==> src/sv/assert_macros.svh <==
// Assertion macros shared by the speed ramp RTL.
`ifndef ASSERT_MACROS_SVH
`define ASSERT_MACROS_SVH

// Checked property, disabled while the synchronous reset is asserted.
`define ESR_ASSERT(lbl, clk, rst_n, prop, msg) \
    lbl: assert property (@(posedge clk) disable iff (!rst_n) prop) else $error(msg);

// Checked property that also holds during reset.
`define ESR_ASSERT_ALWAYS(lbl, clk, prop, msg) \
    lbl: assert property (@(posedge clk) prop) else $error(msg);

`endif

==> src/sv/esr_pkg.sv <==
// Types and constants of the encoder stepped speed ramp.
`default_nettype none

package esr_pkg;

    // Fixed field widths
    localparam int ENC_W       = 32;
    localparam int GOAL_W      = 31;
    localparam int DIST_W      = 16;
    localparam int STEP_W      = 16;
    localparam int SPEED_W     = 7;
    localparam int CMD_W       = 8;
    localparam int CNT_W       = 4;
    localparam int MULT_W      = 5;
    localparam int DP_W        = 33;
    localparam int IN_TDATA_W  = 120;
    localparam int OUT_TDATA_W = 16;
    localparam int CFG_DATA_W  = 16;

    // Input tdata bit positions
    localparam int TD_GOAL_LO  = 0;
    localparam int TD_DIST_LO  = 31;
    localparam int TD_REV      = 47;
    localparam int TD_INVA     = 48;
    localparam int TD_INVB     = 49;
    localparam int TD_ENCA_LO  = 50;
    localparam int TD_ENCB_LO  = 82;

    // Item kinds carried in tuser
    localparam logic OP_START  = 1'b0;
    localparam logic OP_SAMPLE = 1'b1;

    // Register indexes
    localparam logic CFG_IDX_STEP  = 1'b0;
    localparam logic CFG_IDX_SPEED = 1'b1;

    // Register reset values
    localparam logic [STEP_W-1:0]  STEP_RESET  = 16'd100;
    localparam logic [SPEED_W-1:0] SPEED_RESET = 7'd5;
    localparam logic [SPEED_W-1:0] SPEED_MAX   = 7'd127;

    // Distance thresholds in cm and the change counts they select
    localparam logic [DIST_W-1:0] DIST_TH8 = 16'd60;
    localparam logic [DIST_W-1:0] DIST_TH6 = 16'd45;
    localparam logic [DIST_W-1:0] DIST_TH4 = 16'd25;
    localparam logic [DIST_W-1:0] DIST_TH2 = 16'd15;
    localparam logic [CNT_W-1:0]  CHG_8    = 4'd8;
    localparam logic [CNT_W-1:0]  CHG_6    = 4'd6;
    localparam logic [CNT_W-1:0]  CHG_4    = 4'd4;
    localparam logic [CNT_W-1:0]  CHG_2    = 4'd2;
    localparam logic [CNT_W-1:0]  CHG_0    = 4'd0;

    localparam logic [MULT_W-1:0] MULT_START = 5'd2;
    localparam logic [MULT_W-1:0] MULT_STEP  = 5'd2;
    localparam logic [MULT_W-1:0] MULT_FLOOR = 5'd1;

    typedef struct packed {
        logic                     op;
        logic [GOAL_W-1:0]        target_pulses;
        logic [DIST_W-1:0]        distance_cm;
        logic                     reverse;
        logic                     invert_a;
        logic                     invert_b;
        logic signed [ENC_W-1:0]  encoder_a;
        logic signed [ENC_W-1:0]  encoder_b;
    } t_item;

    typedef struct packed {
        logic signed [CMD_W-1:0]  speed_command;
        logic                     move_done;
        logic                     busy_res;
    } t_result;

    typedef struct packed {
        logic [STEP_W-1:0]        step_pulses;
        logic [SPEED_W-1:0]       initial_speed;
    } t_cfg;

endpackage

`default_nettype wire

==> src/sv/esr_enc_norm.sv <==
// Encoder count normalization: width select, sign extension and inversion.
`default_nettype none

module esr_enc_norm #(
    parameter int ENCODER_BITS = 32
) (
    input  wire logic signed [esr_pkg::ENC_W-1:0] i_raw,
    input  wire logic                             i_invert,
    output logic signed [esr_pkg::ENC_W-1:0]      o_value
);

    localparam int SHIFT = esr_pkg::ENC_W - ENCODER_BITS;

    logic [esr_pkg::ENC_W-1:0]        w_shl;
    logic signed [esr_pkg::ENC_W-1:0] w_ext;

    // Keep the low bits and sign-extend them by an arithmetic shift pair
    assign w_shl = i_raw << SHIFT;
    assign w_ext = $signed(w_shl) >>> SHIFT;

    // A nonzero inverted count becomes its complement
    assign o_value = (i_invert && (w_ext != '0)) ? ~w_ext : w_ext;

endmodule

`default_nettype wire

==> src/sv/esr_ramp_core.sv <==
// Ramp state and single-pass speed update for one item.
`default_nettype none
`include "assert_macros.svh"

module esr_ramp_core #(
    parameter int ENCODER_BITS = 32
) (
    input  wire logic            i_clk,
    input  wire logic            i_rst_n,
    input  wire logic            i_fire,
    input  wire esr_pkg::t_item  i_item,
    input  wire esr_pkg::t_cfg   i_cfg,
    output esr_pkg::t_result     o_result
);

    localparam int BND_W  = esr_pkg::STEP_W + esr_pkg::CNT_W;
    localparam int PROD_W = esr_pkg::SPEED_W + esr_pkg::MULT_W;
    localparam int CMP_W  = esr_pkg::DP_W + 1;

    // Move state
    logic                                r_active,  n_active;
    logic [esr_pkg::GOAL_W-1:0]          r_goal,    n_goal;
    logic [esr_pkg::CNT_W-1:0]           r_total,   n_total;
    logic [esr_pkg::CNT_W-1:0]           r_changes, n_changes;
    logic [esr_pkg::MULT_W-1:0]          r_accel,   n_accel;
    logic [esr_pkg::MULT_W-1:0]          r_decel,   n_decel;
    logic [esr_pkg::SPEED_W-1:0]         r_level,   n_level;
    logic signed [esr_pkg::DP_W-1:0]     r_dpoint,  n_dpoint;
    logic                                r_rev,     n_rev;
    logic                                r_inva,    n_inva;
    logic                                r_invb,    n_invb;

    logic signed [esr_pkg::ENC_W-1:0]    w_enc_a, w_enc_b;
    logic [esr_pkg::CNT_W-1:0]           w_start_total;
    logic [esr_pkg::CNT_W-1:0]           w_half;
    logic [BND_W-1:0]                    w_boundary;
    logic signed [CMP_W-1:0]             w_a_ext, w_b_ext, w_bnd_ext, w_dp_ext, w_goal_ext;
    logic                                w_acc_hit, w_dec_hit, w_finish;
    logic [esr_pkg::MULT_W-1:0]          w_dec_sub, w_dec_mult, w_mult;
    logic [PROD_W-1:0]                   w_prod;
    logic [esr_pkg::SPEED_W-1:0]         w_sat;
    logic [BND_W-1:0]                    w_start_off;
    logic [esr_pkg::SPEED_W-1:0]         w_out_mag;
    logic                                w_out_neg;

    // Encoder counts under the stored invert flags of the move
    esr_enc_norm #(.ENCODER_BITS(ENCODER_BITS)) u_norm_a (
        .i_raw    (i_item.encoder_a),
        .i_invert (r_inva),
        .o_value  (w_enc_a)
    );

    esr_enc_norm #(.ENCODER_BITS(ENCODER_BITS)) u_norm_b (
        .i_raw    (i_item.encoder_b),
        .i_invert (r_invb),
        .o_value  (w_enc_b)
    );

    // Change count from the move distance
    always_comb begin
        if (i_item.distance_cm >= esr_pkg::DIST_TH8) begin
            w_start_total = esr_pkg::CHG_8;
        end else if (i_item.distance_cm >= esr_pkg::DIST_TH6) begin
            w_start_total = esr_pkg::CHG_6;
        end else if (i_item.distance_cm >= esr_pkg::DIST_TH4) begin
            w_start_total = esr_pkg::CHG_4;
        end else if (i_item.distance_cm >= esr_pkg::DIST_TH2) begin
            w_start_total = esr_pkg::CHG_2;
        end else begin
            w_start_total = esr_pkg::CHG_0;
        end
    end

    // Step boundary and compares, all at a common signed width
    assign w_half      = r_total >> 1;
    assign w_boundary  = i_cfg.step_pulses * (r_changes + esr_pkg::CNT_W'(1));
    assign w_a_ext     = CMP_W'(w_enc_a);
    assign w_b_ext     = CMP_W'(w_enc_b);
    assign w_bnd_ext   = $signed({{(CMP_W-BND_W){1'b0}}, w_boundary});
    assign w_dp_ext    = CMP_W'(r_dpoint);
    assign w_goal_ext  = $signed({{(CMP_W-esr_pkg::GOAL_W){1'b0}}, r_goal});

    assign w_acc_hit = (r_changes < w_half) && (w_a_ext >= w_bnd_ext);
    assign w_dec_hit = (r_changes >= w_half) && (r_changes < r_total) && (w_a_ext >= w_dp_ext);
    assign w_finish  = (w_a_ext >= w_goal_ext) && (w_b_ext >= w_goal_ext);

    // Deceleration multiplier steps down by two with a floor of one
    assign w_dec_sub  = (r_decel >= esr_pkg::MULT_STEP) ? (r_decel - esr_pkg::MULT_STEP) : '0;
    assign w_dec_mult = (w_dec_sub == '0) ? esr_pkg::MULT_FLOOR : w_dec_sub;
    assign w_mult     = w_acc_hit ? r_accel : w_dec_mult;

    // Saturated speed for the selected multiplier
    assign w_prod = i_cfg.initial_speed * w_mult;
    assign w_sat  = (w_prod > PROD_W'(esr_pkg::SPEED_MAX)) ? esr_pkg::SPEED_MAX
                                                           : w_prod[esr_pkg::SPEED_W-1:0];

    assign w_start_off = BND_W'(i_cfg.step_pulses * (w_start_total >> 1));

    // Next state and result for the item in the input register
    always_comb begin
        n_active  = r_active;
        n_goal    = r_goal;
        n_total   = r_total;
        n_changes = r_changes;
        n_accel   = r_accel;
        n_decel   = r_decel;
        n_level   = r_level;
        n_dpoint  = r_dpoint;
        n_rev     = r_rev;
        n_inva    = r_inva;
        n_invb    = r_invb;
        w_out_mag = '0;
        w_out_neg = 1'b0;
        o_result.move_done = 1'b0;
        o_result.busy_res  = 1'b0;
        if (i_item.op == esr_pkg::OP_START) begin
            n_active  = 1'b1;
            n_goal    = i_item.target_pulses;
            n_total   = w_start_total;
            n_changes = '0;
            n_accel   = esr_pkg::MULT_START;
            n_decel   = '0;
            n_level   = i_cfg.initial_speed;
            n_dpoint  = $signed({{(esr_pkg::DP_W-esr_pkg::GOAL_W){1'b0}}, i_item.target_pulses})
                      - $signed({{(esr_pkg::DP_W-BND_W){1'b0}}, w_start_off});
            n_rev     = i_item.reverse;
            n_inva    = i_item.invert_a;
            n_invb    = i_item.invert_b;
            w_out_mag = i_cfg.initial_speed;
            w_out_neg = i_item.reverse;
            o_result.busy_res = 1'b1;
        end else if (r_active) begin
            if (w_acc_hit) begin
                n_level   = w_sat;
                n_changes = r_changes + esr_pkg::CNT_W'(1);
                n_accel   = r_accel + esr_pkg::MULT_STEP;
                n_decel   = r_accel;
            end else if (w_dec_hit) begin
                n_decel   = w_dec_mult;
                n_level   = w_sat;
                n_changes = r_changes + esr_pkg::CNT_W'(1);
                n_dpoint  = r_dpoint + $signed({{(esr_pkg::DP_W-esr_pkg::STEP_W){1'b0}},
                                                i_cfg.step_pulses});
            end
            if (w_finish) begin
                n_active = 1'b0;
                o_result.move_done = 1'b1;
            end else begin
                w_out_mag = n_level;
                w_out_neg = r_rev;
                o_result.busy_res = 1'b1;
            end
        end
        // Signed command from magnitude and direction
        o_result.speed_command = w_out_neg ? -$signed({1'b0, w_out_mag})
                                           : $signed({1'b0, w_out_mag});
    end

    // State update on each transfer through the core
    always_ff @(posedge i_clk) begin
        if (!i_rst_n) begin
            r_active  <= 1'b0;
            r_goal    <= '0;
            r_total   <= '0;
            r_changes <= '0;
            r_accel   <= esr_pkg::MULT_START;
            r_decel   <= '0;
            r_level   <= '0;
            r_dpoint  <= '0;
            r_rev     <= 1'b0;
            r_inva    <= 1'b0;
            r_invb    <= 1'b0;
        end else if (i_fire) begin
            r_active  <= n_active;
            r_goal    <= n_goal;
            r_total   <= n_total;
            r_changes <= n_changes;
            r_accel   <= n_accel;
            r_decel   <= n_decel;
            r_level   <= n_level;
            r_dpoint  <= n_dpoint;
            r_rev     <= n_rev;
            r_inva    <= n_inva;
            r_invb    <= n_invb;
        end
    end

    `ESR_ASSERT(a_changes_bounded, i_clk, i_rst_n, r_changes <= r_total,
                "speed changes exceed the planned count")
    `ESR_ASSERT(a_total_even, i_clk, i_rst_n,
                (r_total[0] == 1'b0) && (r_total <= esr_pkg::CHG_8),
                "planned change count is not 0, 2, 4, 6 or 8")

endmodule

`default_nettype wire

==> src/sv/encoder_stepped_speed_ramp_unit.sv <==
// o_m_tvalid rises once an input item has passed the input register and then the result register.
// Throughput: one item per cycle while i_m_tready is high; input and output registers each hold one item.
// The whole update is a single pass through the core between those registers.
// Reset (i_rst_n low, synchronous): no move active, step_pulses 100,
// initial_speed 5, both stream registers empty.
`default_nettype none
`include "assert_macros.svh"

module encoder_stepped_speed_ramp_unit #(
    parameter int ENCODER_BITS = 32
) (
    input  wire logic                                i_clk,
    input  wire logic                                i_rst_n,
    // Input stream
    input  wire logic                                i_s_tvalid,
    output logic                                     o_s_tready,
    // target_pulses[30:0], distance_cm[46:31], reverse[47], invert_a[48],
    // invert_b[49], encoder_a[81:50], encoder_b[113:82], zero fill[119:114]
    input  wire logic [esr_pkg::IN_TDATA_W-1:0]      i_s_tdata,
    // op[0]
    input  wire logic [0:0]                          i_s_tuser,
    // Result stream
    output logic                                     o_m_tvalid,
    input  wire logic                                i_m_tready,
    // speed_command[7:0], move_done[8], busy_res[9], zero fill[15:10]
    output logic [esr_pkg::OUT_TDATA_W-1:0]          o_m_tdata,
    // Configuration writes
    input  wire logic                                i_cfg_we,
    input  wire logic                                i_cfg_idx,
    input  wire logic [esr_pkg::CFG_DATA_W-1:0]      i_cfg_data
);

    logic              r_in_valid;
    esr_pkg::t_item    r_in;
    esr_pkg::t_item    w_item;
    logic              r_out_valid;
    esr_pkg::t_result  r_out;
    esr_pkg::t_result  w_result;
    esr_pkg::t_cfg     r_cfg;
    logic              w_fire;

    // Unpack the input transfer
    always_comb begin
        w_item.op            = i_s_tuser[0];
        w_item.target_pulses = i_s_tdata[esr_pkg::TD_GOAL_LO +: esr_pkg::GOAL_W];
        w_item.distance_cm   = i_s_tdata[esr_pkg::TD_DIST_LO +: esr_pkg::DIST_W];
        w_item.reverse       = i_s_tdata[esr_pkg::TD_REV];
        w_item.invert_a      = i_s_tdata[esr_pkg::TD_INVA];
        w_item.invert_b      = i_s_tdata[esr_pkg::TD_INVB];
        w_item.encoder_a     = i_s_tdata[esr_pkg::TD_ENCA_LO +: esr_pkg::ENC_W];
        w_item.encoder_b     = i_s_tdata[esr_pkg::TD_ENCB_LO +: esr_pkg::ENC_W];
    end

    // Core processes the held item when the output register can take its result
    assign w_fire     = r_in_valid && (!r_out_valid || i_m_tready);
    assign o_s_tready = !r_in_valid || w_fire;

    // Configuration registers
    always_ff @(posedge i_clk) begin
        if (!i_rst_n) begin
            r_cfg.step_pulses   <= esr_pkg::STEP_RESET;
            r_cfg.initial_speed <= esr_pkg::SPEED_RESET;
        end else if (i_cfg_we) begin
            case (i_cfg_idx)
                esr_pkg::CFG_IDX_STEP: begin
                    r_cfg.step_pulses <= i_cfg_data[esr_pkg::STEP_W-1:0];
                end
                esr_pkg::CFG_IDX_SPEED: begin
                    r_cfg.initial_speed <= i_cfg_data[esr_pkg::SPEED_W-1:0];
                end
                default: begin
                    r_cfg <= r_cfg;
                end
            endcase
        end
    end

    // Input register
    always_ff @(posedge i_clk) begin
        if (!i_rst_n) begin
            r_in_valid <= 1'b0;
        end else if (o_s_tready) begin
            r_in_valid <= i_s_tvalid;
        end
    end

    always_ff @(posedge i_clk) begin
        if (o_s_tready && i_s_tvalid) begin
            r_in <= w_item;
        end
    end

    esr_ramp_core #(.ENCODER_BITS(ENCODER_BITS)) u_core (
        .i_clk    (i_clk),
        .i_rst_n  (i_rst_n),
        .i_fire   (w_fire),
        .i_item   (r_in),
        .i_cfg    (r_cfg),
        .o_result (w_result)
    );

    // Result register
    always_ff @(posedge i_clk) begin
        if (!i_rst_n) begin
            r_out_valid <= 1'b0;
        end else if (w_fire) begin
            r_out_valid <= 1'b1;
        end else if (i_m_tready) begin
            r_out_valid <= 1'b0;
        end
    end

    always_ff @(posedge i_clk) begin
        if (w_fire) begin
            r_out <= w_result;
        end
    end

    assign o_m_tvalid = r_out_valid;
    assign o_m_tdata  = {{(esr_pkg::OUT_TDATA_W - esr_pkg::CMD_W - 2){1'b0}},
                         r_out.busy_res, r_out.move_done, r_out.speed_command};

    `ESR_ASSERT(a_fire_fills_output, i_clk, i_rst_n, w_fire |=> r_out_valid,
                "processed item did not reach the result register")
    `ESR_ASSERT(a_done_is_stopped, i_clk, i_rst_n,
                (r_out_valid && r_out.move_done) |-> ((r_out.speed_command == '0) && !r_out.busy_res),
                "finishing result carries a nonzero command or busy")

endmodule

`default_nettype wire
==> config.mk <==
export PLATFORM = sky130hd
export DESIGN_NAME = encoder_stepped_speed_ramp_unit
export DESIGN_NICKNAME = d
export VERILOG_FILES = /design/src/sv/esr_pkg.sv /design/src/sv/esr_enc_norm.sv /design/src/sv/esr_ramp_core.sv /design/src/sv/encoder_stepped_speed_ramp_unit.sv
export VERILOG_INCLUDE_DIRS = /design/src /design/src/sv
export SDC_FILE = /design/constraint.sdc
export NUM_CORES = 1
export LEC_CHECK = 0
export ABC_AREA = 1
export BUFFER_PORTS_ARGS = -buffer_cell sky130_fd_sc_hd__buf_2
export CORE_MARGIN = 3
export CORE_UTILIZATION = 37
export CTS_BUF_LIST = sky130_fd_sc_hd__clkbuf_16
export CTS_CLUSTER_DIAMETER = 80
export CTS_CLUSTER_SIZE = 40
export DETAILED_ROUTE_END_ITERATION = 7
export PLACE_DENSITY_LB_ADDON = 0.15
export SYNTH_ARGS = -nofsm -noshare
export SYNTH_HDL_FRONTEND = slang
export SYNTH_HIERARCHICAL = 1
export SYNTH_SLANG_ARGS = --single-unit
==> constraint.sdc <==
create_clock -name i_clk -period 9.88 [get_ports i_clk]
set_input_delay 1.482 -clock i_clk [delete_from_list [all_inputs] [get_ports i_clk]]
set_output_delay 1.482 -clock i_clk [all_outputs]
set_load 0.005 [all_outputs]
After elaboration in Yosys (flattened, before gate mapping)
Index checks and enable logic that the tools add are counted.
{"block": "totals", "ff_bits": 243, "in_bits": 143, "wordCells": 126}
{"block": "op_classes", "add_sub_neg": 7, "mul": 3, "order_cmp": 13, "n_eq_ne": 5, "mux": 43, "bitwise_logic": 4, "reduce_logical": 24}
{"op": "$mux 33", "n": 4}
{"op": "$ge 32x32->1", "n": 2}
{"op": "$mux 32", "n": 2}
{"op": "$not 32->32", "n": 2}
{"op": "$reduce_bool 32->1", "n": 2}
{"op": "$mux 7", "n": 9}
{"op": "$mux 5", "n": 10}
{"op": "$add 33x17->33", "n": 1}
{"op": "$ge 32x33->1", "n": 1}
{"op": "$ge 16x6->1 const B", "n": 2}
{"op": "$ge 32x21->1", "n": 1}
{"op": "$sub 31x20->32", "n": 1}
{"op": "$mux 4", "n": 7}
{"op": "$mul 16x20->20", "n": 1}
{"op": "$mul 16x3->19", "n": 1}
{"op": "$ge 16x4->1 const B", "n": 1}
{"op": "$ge 16x5->1 const B", "n": 1}
{"op": "$gt 12x7->1 const B", "n": 1}
{"op": "$mul 7x5->12", "n": 1}
{"op": "$mux 1", "n": 10}
{"op": "$reduce_and 2->1", "n": 5}
{"op": "$logic_and 1x1->1", "n": 8}
{"op": "$neg 7->8", "n": 1}
{"op": "$ne 2x1->1 const B", "n": 3}
{"op": "18 further kinds", "n": 22}

Logic depth before layout (Yosys ltp)
Gate-level depths: netlist (run 1).
{"block": "logic_depth", "ltp_word": 16, "mapped_depth": 69, "depth_no_buf": 69}

Cells and area by module
The synthesis (run 1) kept the hierarchy.
{"mod": "esr_ramp_core", "instances": 1, "cells_per_inst": 2083, "area_each_um2": 14059.7, "seq_area_each_um2": 1821.7}
{"mod": "encoder_stepped_speed_ramp_unit", "instances": 1, "cells_per_inst": 275, "area_each_um2": 4817.1, "seq_area_each_um2": 4254.1}
{"mod": "esr_enc_norm", "instances": 2, "cells_per_inst": 178, "area_each_um2": 758.2, "seq_area_each_um2": 0.0}

Worst setup path after synthesis (run 1)
No wires, ideal clock.
{"block": "synth_timing", "path_type": "register to register", "start": "register u_core/r_changes[0] in the netlist's numbering", "end": "register r_out (netlist bit o_m_tdata[4]), data pin", "setup_time_ns": 0.254, "arrival_time_ns": 9.513, "t_required_ns": 9.626, "setup_slack_ns": 0.113, "stages_incl_launch_ff": 64, "n_path_buf": 1, "synth_period_minus_slack_ns": 9.767, "path_cell_list": "dfxtp_1 ha_1 xor2_1 inv_1 clkbuf_1 nor2_1 fa_1 fa_1 inv_1 fa_1 inv_1 ha_1 nand2_1 inv_1 nand4_1 nand3_1 nand3_1 nand2_1 [28 not listed] nand2_1 nand2_1 nand2_1 nand2_1 nand2_1 nand3_1 o21ai_1 nand2_1 nor2_1 nand2_2 nand3_2 nand2_1 nand2_2 ha_1 nand3_1 nand2_1 xor2_1 inv_1"}
{"element": "start, declared", "line_no": "esr_ramp_core.sv:24", "rtl": "logic [esr_pkg::CNT_W-1:0] r_changes, n_changes;"}
{"element": "start signal, assigned", "line_no": "esr_ramp_core.sv:177", "rtl": "r_changes <= n_changes;"}
{"element": "end signal, assigned", "line_no": "encoder_stepped_speed_ramp_unit.sv:115", "rtl": "r_out <= w_result;"}
{"element": "end, declared", "line_no": "encoder_stepped_speed_ramp_unit.sv:37", "rtl": "esr_pkg::t_result r_out;"}

==> out/qor.yml, run 1 <==
sta:
  whs_ns: 0.488
  worst_pin_slew_ns: 1.02
  fmax_mhz: 103
  drv_slew: 0
  setup_ws_ns: 0.156
  finalCritPeriodShare_pct: 98.4
  max-slew-margin-rel_pct: 31.9
  hold_viol: 0
  setup_viol: 0
  fin_crit_ns: 9.72
  fin_skew_ns: 0.0490
  rsz0062_at_grt: "yes"
final_layout:
  final_nets: 3380
  diodes: 0
  area_delta_synth_final_pct: 17.4
  final_cell_count_no_fill: 3652
  nFillCells: 5487
  drive_above_1_share_pct: 16.6
global_routing:
  antenna_found_initial: 0
  globalRoute.totalOverflow: 0
  grt_pass1_vias: 17900
  grt_use_total_pct: 21.7
  grt_pass1_wl_mm: 98.2
  grt_max_degree: 82
placement:
  port_buffers: 148
  place_ws_ns: -0.501
  placed_cells: 3591
  place.gp.congestion: 0.899
  dpl.hpwl_mm: 50.7
clock_network:
  clock-root-buffer: "clkbuf_16"
  clkTransAtPathRegs_ns: 0.09
  clockBufferDepth: 3
  clock-sinks: 241
  clk-insertion-delay-late_ns: 0.58
  numCtsBuffers: 22
  cts_hold_buf: 0
  cts_tree: "built"
  htreeDepth: 1
logic_synthesis:
  yosys.area.top_type: "edfxtp_1"
  ys.flop_type: "edfxtp_1"
  yosysSeqAreaShare_pct: 29.8
  synth_cell_types: 60
  yosys_warnings: 6
  synth_area_leaders: "edfxtp_1 18%, ha_1 13%, dfxtp_1 11%, nand2_1 11%, fa_1 8.5%"
  synth_top_area_share_pct: 18.4
  synth_edf_count: 125
  syn_inst: 2714
  syn_area_um2: 20400
  syn_avg_cell_area_um2: 7.51
  synth-seq-cells: 241
  synth-async-reset-ratio_pct: 0
critical_path:
  worst-r2r-cell-count: 67
  r2r-end: "o_m_tdata[5]"
  cp_slowest_cell: "fa_1"
  rrSetupSlack_ns: 0.16
  crit_required_ns: 10.20
  slowest_delay_ns: 0.57
  startpoint_type: "flip-flop"
  rr_startpoint: "u_core/r_changes[0]"
  worst-path-buf-inv: 12
  crit_path_frequent_cell: "nand2_2"
  cp.depth: 67
  arrival_ns: 10.04
  cp_max_fo: 5
  cp-end-kind: "flip-flop"
  cp_top_family: "adder cells"
  critPathKind: "reg -> reg"
drt:
  highest_layer: "met4"
  first_iter_violations: 1118
  drtAntennaViolNets: 0
  drt-met1-wl_mm: 29.3
  wl_met3_mm: 3.31
  wl_per_cell_um: 17.5
  totalWireLength_mm: 64.0
  vias: 18535
  drc_errors: 0
  wl_met2_mm: 29.1
  first_pass_iters: 5
  vias_per_cell: 5.08
floorplanning:
  core_um2: 54100
  start_util_pct: 37.7
  dieArea_um2: 58000
  die_x_um: 241
  num_rows: 85
  die_y_um: 241
  pin_count: 161
power:
  power.density_nw_per_um2: 126
  power.leakage_nw: 11.2
  ir_drop_uv: 164
  power_mw: 3.01
status:
  status: "completed"
worst_hold_path:
  hp-class: "reg -> reg"
  min_path_cells: 2
  hold_end: "u_core/r_decel[2]"
  hp-start: "u_core/r_decel[2]"
run:
  drv.max_cap_violation_count: 0
## report_power, final
part           total (mW)  internal [mW]  leakage [nW]  switching [mW]
registers            1.15           1.11          2.17          0.0433
clock network       0.968          0.479         0.397           0.489
logic               0.885          0.338          8.59           0.547
## tightest hold or removal path, stage by stage (launching register included)
cell,delay [ns]
dfxtp_1,0.31
inv_1,0.07
a211oi_1,0.06
## cell usage after synthesis (8+ instances only)
library cell,count
nand2_2,21
nand3_1,175
nor3_1,27
edfxtp_1,125
dfxtp_1,116
buf_2,20
o21ai_0,140
a21oi_1,195
inv_1,447
buf_4,8
xor2_1,34
buf_6,10
xnor2_1,9
fa_1,87
nand2_1,592
nand3b_1,8
nand4_1,23
o21a_1,9
o22ai_1,15
a31oi_1,21
o21ai_2,10
clkbuf_1,30
ha_1,210
nor2_1,273
## cell usage in the layout (no fill, tap or decap), drive strengths merged, types with 87 or more instances in the layout
master / count
nand2: 617
inv: 460
nor2: 281
buf: 272
ha: 210
a21oi: 197
nand3: 183
o21ai: 159
edfxtp: 125
dfxtp: 116
fa: 87
## worst max-delay path by stage
stage | startpoint | endpoint
6_report | u_core/r_changes[0] | o_m_tdata[5]
5_1_grt | u_core/r_changes[1] | o_m_tdata[4]
4_1_cts | u_core/r_changes[1] | o_m_tdata[5]
3_5_place_dp | u_core/r_changes[1] | o_m_tdata[4]
3_3_place_gp | u_core/r_changes[0] | o_m_tdata[5]
2_1_floorplan | u_core/r_changes[0] | o_m_tdata[4]
## area by class of cell
| class | instances | area, um2 | share of cell area [%] |
|---|---|---|---|
| Clock buffer | 22 | 551 | 2.30 |
| Clock inverter | 18 | 284 | 1.19 |
| Inverter | 455 | 1710 | 7.15 |
| Multi-Input combinational cell | 1948 | 12700 | 53.0 |
| Sequential cell | 241 | 6080 | 25.4 |
| Tap cell | 696 | 871 | 3.64 |
| Timing Repair Buffer | 272 | 1750 | 7.29 |
## layer usage
metal | up-vias | GRT usage (%)
met5 | - | 0
met4 | 0 | 6.75
met3 | 95 | 2.47
met2 | 493 | 35.8
met1 | 8695 | 29.9
li1 | 9252 | -
## cells by family after synthesis
logic type / after synthesis / synth area share [%]
simple gates: 1163 / 24.5
buf+inv: 530 / 10.4
compound gates: 439 / 12.0
fa+ha+maj: 297 / 21.4
flops: 241 / 29.8
xor+xnor: 43 / 1.85
other cells: 1 / 0.0184
## through the flow
step / util [%] / setup TNS, ns / instance area (um2)
floorplan: - / 0 / 20400
detailed placement: 41.4 / -2.93 / 22400
global route: 44.2 / -2.20 / 23900
CTS: 43.7 / 0 / 23600
global placement: 41.4 / -1.90 / 22400
finish: 44.2 / 0 / 23900
## timing repair
item                       CTS  global route
pin swaps                   40            75
setup endpoints to repair    7            14
setup buffers               13             8
resized for setup           62            79
## state kept, by name (all words and copies together), names as in the netlist, 4 cells and up
register	flops
r_in	115
u_core/r_goal	31
o_m_tdata	10
u_core/r_dpoint	33
u_core/r_changes	4
u_core/r_level	7
u_core/r_accel	4
r_cfg	23
u_core/r_decel	5
Note: power is estimated with default switching activity, not from simulation.
==> run 2, diff against run 1 <==
Settings changed: CORE_UTILIZATION 37 to 24, SLEW_MARGIN from default to 5.
==> run 2 against run 1 <==
Fmax rose by 2.9%. Register-to-register slack improved by 0.28 ns. Largest cell class unchanged. First-iteration DRC count decreased by 17%. Wire length grew 8.3%. Highest routed layer unchanged. Sequential cell count unchanged. Design area increased by 3.1%. Sequential power about the same. Hold slack lost 0.011 ns. Final cell count rose by 13%. Count of clock-buffer cells in the layout is 5 higher. Sequential share of layout area is 0.76 points lower.
==> out/qor.yml, run 2 (same netlist as run 1, synthesis figures left out) <==
power:
  power.share.switching_pct: 35.3  # -0.62 points
  p_sw_mw: 1.11  # +2.6%
  seqPwrFrac_pct: 36.9  # -1.5 points
  power.leakage_nw: 11.3  # +1.1%
  ir_drop_uv: 133  # -19%
  power.density_nw_per_um2: 127  # +1.3%
  p_int_mw: 2.03  # +5.4%
  clkPwrFrac_pct: 35.0  # +2.8 points
  pwr-share-comb_pct: 28.0  # -1.4 points
floorplanning:
  start_util_pct: 24.3  # -13 points
  die_x_um: 298  # +24%
  die_y_um: 298  # +24%
  core_um2: 84000  # +55%
  num_rows: 106  # +25%
  dieArea_um2: 88500  # +53%
  pin_count: 161  # unchanged
worst_hold_path:
  hp-class: "reg -> reg"
critical_path:
  cp-end-kind: "flip-flop"
  arrival_ns: 9.79  # -0.25 ns
  startpoint_type: "flip-flop"
  crit_path_frequent_cell: "fa_1"
  cp_slowest_cell: "fa_1"
  crit_required_ns: 10.23  # +0.03 ns
  worst-path-buf-inv: 12  # unchanged
  slowest_delay_ns: 0.56  # about the same
  cp_top_family: "adder cells"
  cp_max_fo: 9  # +4
  critPathKind: "reg -> reg"
  rrSetupSlack_ns: 0.43  # +0.28 ns
clock_network:
  cts_hold_buf: 0  # unchanged
  htreeDepth: 1  # unchanged
  cts_tree: "built"
  clock-sinks: 241  # unchanged
  clockBufferDepth: 3  # unchanged
  clkTransAtPathRegs_ns: 0.06  # -0.03 ns
  clock-root-buffer: "clkbuf_16"
  clk-insertion-delay-late_ns: 0.62  # +0.04 ns
  numCtsBuffers: 27  # +23%
sta:
  setup_viol: 0  # unchanged
  drv_slew: 0  # unchanged
  worst_pin_slew_ns: 1.05  # +0.0289 ns
  finalSetupTns_ns: 0  # unchanged
  setup_ws_ns: 0.434  # +0.277 ns
  fmax_mhz: 106  # +2.9%
  fin_skew_ns: 0.0432  # -0.00576 ns
  rsz0062_at_grt: "yes"
  finalCritPeriodShare_pct: 95.6  # -2.8 points
  fin_crit_ns: 9.45  # -0.277 ns
  hold_viol: 0  # unchanged
  max-slew-margin-rel_pct: 29.9  # -1.9 points
final_layout:
  utilization_pct: 29.4  # -15 points
  top_regs: "r_in x115, u_core/r_dpoint x33, u_core/r_goal x31"
  final_common_cell: "nand2_1"
  area_delta_synth_final_pct: 21.1
  regArea_um2: 6080  # unchanged
  final_cell_count_no_fill: 4110  # +13%
  multi_input_area_um2: 12700  # +0.30%
  nFillCells: 9158  # +67%
  final_nets: 3394  # +0.41%
  mostFrequentLayoutCells: "578 x nand2_1, 435 x inv_1, 248 x nor2_1"
  top_register: "r_in"
  drive_above_1_share_pct: 17.1  # +0.57 points
  largest_reg_flops: 115  # unchanged
placement:
  place_ws_ns: -0.535  # -0.0340 ns
  placed_cells: 4044  # +13%
  place.gp.congestion: 0.845  # -6.0%
  dpl.hpwl_mm: 55.1  # +8.6%
  port_buffers: 148  # unchanged
drt:
  first_iter_violations: 926  # -17%
  wl_per_cell_um: 16.9  # -3.8%
  vias_per_cell: 4.34  # -14%
  drc_errors: 0  # unchanged
  vias: 17854  # -3.7%
  first_pass_iters: 5  # unchanged
  totalWireLength_mm: 69.3  # +8.3%
  drtAntennaViolNets: 0  # unchanged
run:
  drv.max_cap_violation_count: 0  # unchanged
global_routing:
  globalRoute.totalOverflow: 0  # unchanged
  grt_pass1_vias: 17809  # -0.51%
  grt_pass1_wl_mm: 106  # +8.0%
  grt_use_total_pct: 15.4  # -6.3 points
  antenna_found_initial: 0  # unchanged
  grt_max_degree: 83  # +1.2%
status:
  status: "completed"
==> run 2: changes by cell type in the layout (fill, tap and decap cells not counted), sizes merged <==
cell,change
clkbuf,+5
clkinvlp,+1
bufinv,+1
clkinv,-7
diode,+1
inv,+10
buf,+9
==> run 2: power by group through the flow <==
stage | combinational (mW) | sequential (mW) | clock [mW]
CTS | 0.862 | 1.16 | 1.15
detailed placement | 0.824 | 1.18 | 0
global placement | 0.826 | 1.18 | 0
finish | 0.880 | 1.16 | 1.10
global route | 1.00 | 1.17 | 1.18
floorplan | 0.539 | 1.17 | 0
==> run 2: worst reg2reg max path, delay by kind of cell, from the launching register on <==
family / cells / cell delay (ns)
adder cells (fa/ha/maj): 10 / 4.17
AND/OR/NAND/NOR: 22 / 2.27
buffers and inverters: 12 / 1.11
AO/OA/AOI/OAI: 8 / 0.97
flip-flops: 1 / 0.36
XOR/XNOR: 2 / 0.30
==> run 2: layout make-up <==
| cell class | instances | area share, % |
|---|---|---|
| well taps | 1134 | 5.75 |
| clock buffers | 27 | 2.74 |
| diodes | 1 | 0.0101 |
| repair buffers | 281 | 7.24 |
| clock inverters | 23 | 1.08 |
| flip-flops and latches | 241 | 24.6 |
| inverters | 455 | 6.94 |
| multi-input cells | 1948 | 51.6 |
==> run 2: worst paths after layout <==
check,to,depth (start not counted),from
hold reg to reg,o_m_tvalid,2,r_in_valid
setup / recovery,o_m_tdata[4],54,u_core/r_changes[1]
hold / removal,o_m_tvalid,2,r_in_valid
setup reg to reg,o_m_tdata[4],54,u_core/r_changes[1]
==> run 2: stage by stage <==
step	instance area (um2)	hold slack [ns]	power, mW
detailed placement	23100	0.470	2.01
floorplan	20400	0.438	1.71
finish	24700	0.477	3.14
global route	24700	0.508	3.35
CTS	24400	0.478	3.17
global placement	23100	0.471	2.01
==> run 2: per-layer routing <==
layer / up-vias / global-route usage [%] / routed length (um)
met5: - / 0 / 0
met4: 0 / 3.82 / 1900
met3: 58 / 1.86 / 2490
met2: 293 / 25.3 / 31500
li1: 9281 / - / -
met1: 8222 / 21.4 / 33400
==> run 2: what timing repair did <==
item	CTS	global route
gates resized for setup	72	78
buffers inserted	11	4
endpoints found under the setup margin	10	10
pin swaps	50	77
==> run 3, diff against run 2 <==
==> constraint.sdc (replaced) <==
create_clock -name i_clk -period 9.88 [get_ports i_clk]
set_input_delay 0.988 -clock i_clk [delete_from_list [all_inputs] [get_ports i_clk]]
set_output_delay 0.988 -clock i_clk [all_outputs]
set_load 0.005 [all_outputs]
==> run 3 against run 2 <==
Hold slack about the same. Register-to-register slack lost 0.14 ns. Wire length increased by 0.82%. Power rose by 1.4%. Via count up 0.63%. Critical path type unchanged. Largest cell class unchanged. Largest power group unchanged.
==> out/qor.yml, run 3 (same netlist as run 1, synthesis figures left out) <==
drt:
  totalWireLength_mm: 69.9  # +0.82%
  vias_per_cell: 4.39  # +1.0%
  first_iter_violations: 928  # +0.22%
  vias: 17966  # +0.63%
  drc_errors: 0  # unchanged
  first_pass_iters: 5  # unchanged
  drtAntennaViolNets: 0  # unchanged
  wl_per_cell_um: 17.1  # +1.2%
placement:
  dpl.hpwl_mm: 55.6  # +1.0%
  placed_area_um2: 22900  # -0.47%
  place_ws_ns: -0.480  # +0.0550 ns
  port_buffers: 148  # unchanged
  place.gp.congestion: 0.837  # -1.0%
clock_network:
  clkTransAtPathRegs_ns: 0.07  # about the same
  cts_tree: "built"
  clock-sinks: 241  # unchanged
  clock-root-buffer: "clkbuf_16"
  clockBufferDepth: 3  # unchanged
  numCtsBuffers: 26  # -3.7%
  clk-insertion-delay-late_ns: 0.63  # about the same
  htreeDepth: 1  # unchanged
final_layout:
  final_nets: 3381  # -0.38%
  diodes: 0  # -1
  area_delta_synth_final_pct: 20.7
  utilization_pct: 29.3  # -0.082 points
  top_regs: "r_in x115, u_core/r_dpoint x33, u_core/r_goal x31"
  largest_reg_flops: 115  # unchanged
  mostFrequentLayoutCells: "566 x nand2_1, 434 x inv_1, 254 x nor2_1"
  stdcell_area_um2: 24600  # -0.28%
  final_common_cell: "nand2_1"
  drive_above_1_share_pct: 16.8  # -0.39 points
  top_register: "r_in"
sta:
  fin_skew_ns: 0.0621  # +0.0189 ns
  rsz0062_at_grt: "yes"
  setup_viol: 0  # unchanged
  finalSetupTns_ns: 0  # unchanged
  drv_slew: 0  # unchanged
  hold_viol: 0  # unchanged
  fin_crit_ns: 9.59  # +0.142 ns
  finalCritPeriodShare_pct: 97.0  # +1.4 points
  max-slew-margin-rel_pct: 32.8  # +2.9 points
  worst_pin_slew_ns: 1.01  # -0.0410 ns
  setup_ws_ns: 0.292  # -0.142 ns
  fmax_mhz: 104  # -1.5%
  whs_ns: 0.477  # -0.000361 ns
critical_path:
  slowest_delay_ns: 0.52  # -0.04 ns
  critPathKind: "reg -> reg"
  cp-end-kind: "flip-flop"
  crit_path_frequent_cell: "nand2_2"
  startpoint_type: "flip-flop"
  arrival_ns: 9.92  # +0.13 ns
  cp_slowest_cell: "fa_1"
  crit_required_ns: 10.21  # -0.02 ns
  cp_max_fo: 7  # -2
global_routing:
  grt_use_total_pct: 15.5  # +0.058 points
  globalRoute.totalOverflow: 0  # unchanged
  grt_pass1_vias: 17422  # -2.2%
  antenna_found_initial: 0  # unchanged
  grt_max_degree: 82  # -1.2%
  grt_pass1_wl_mm: 107  # +0.59%
power:
  power.density_nw_per_um2: 129  # +1.7%
  ir_drop_uv: 167  # +25%
  power.leakage_nw: 11.2  # -0.55%
worst_hold_path:
  hp-class: "reg -> reg"
floorplanning:
  core_um2: 84000  # unchanged
  die_y_um: 298  # unchanged
  start_util_pct: 24.3  # unchanged
  die_x_um: 298  # unchanged
  pin_count: 161  # unchanged
  dieArea_um2: 88500  # unchanged
  num_rows: 106  # unchanged
status:
  status: "completed"
run:
  drv.max_cap_violation_count: 0  # unchanged
==> run 3: path summary, 6_finish.rpt <==
check / startpoint / to / slack [ns] / cells past startpoint
min reg2reg: r_in_valid / o_m_tvalid / 0.48 / 2
min: r_in_valid / o_m_tvalid / 0.48 / 2
max reg2reg: u_core/r_changes[1] / o_m_tdata[4] / 0.29 / 61
max: u_core/r_changes[1] / o_m_tdata[4] / 0.29 / 61
==> run 3: metrics by stage <==
step | instances | power, mW
final | 4095 | 3.19
after global routing | 4095 | 3.40
after CTS | 4079 | 3.18
after detailed placement | 4028 | 2.00
after global placement | 4028 | 2.01
after floorplan | 2719 | 1.71
==> run 3: area by class of cell <==
cell class | count | area (um2)
clock buffer | 26 | 651
tap | 1134 | 1420
fill | 9145 | 59300
multi-input combinational | 1948 | 12700
clock inverter | 22 | 363
inverter | 455 | 1710
sequential | 241 | 6080
timing repair buffer | 269 | 1690
==> run 3: power by group <==
part | switching (mW) | internal, mW
combinational | 0.550 | 0.340
sequential | 0.0489 | 1.11
clock | 0.587 | 0.548
total | 1.19 | 2.00
==> run 3: worst max-delay path, delay by kind of cell (launching register included) <==
kind / cells / cell delay [ns]
flops: 1 / 0.35
fa+ha+maj: 9 / 3.88
buf+inv: 12 / 1.03
xor+xnor: 2 / 0.29
simple gates: 30 / 2.76
compound gates: 8 / 1.04
==> run 3: routing by layer <==
metal | global-route usage [%] | vias up | wire, um
li1 | - | 9248 | -
met1 | 21.8 | 8322 | 33700
met2 | 25.4 | 338 | 31800
met3 | 1.70 | 58 | 2550
met4 | 3.48 | 0 | 1790
met5 | 0 | - | 0
==> run 3: what timing repair did <==
item | 4_1_cts | 5_1_grt
endpoints found under the hold margin | 0 | 0
buffers inserted | 3 | 16
hold buffers | 0 | 0
pin swaps | 18 | 77
setup endpoints to repair | 9 | 15
gates resized for setup | 29 | 108
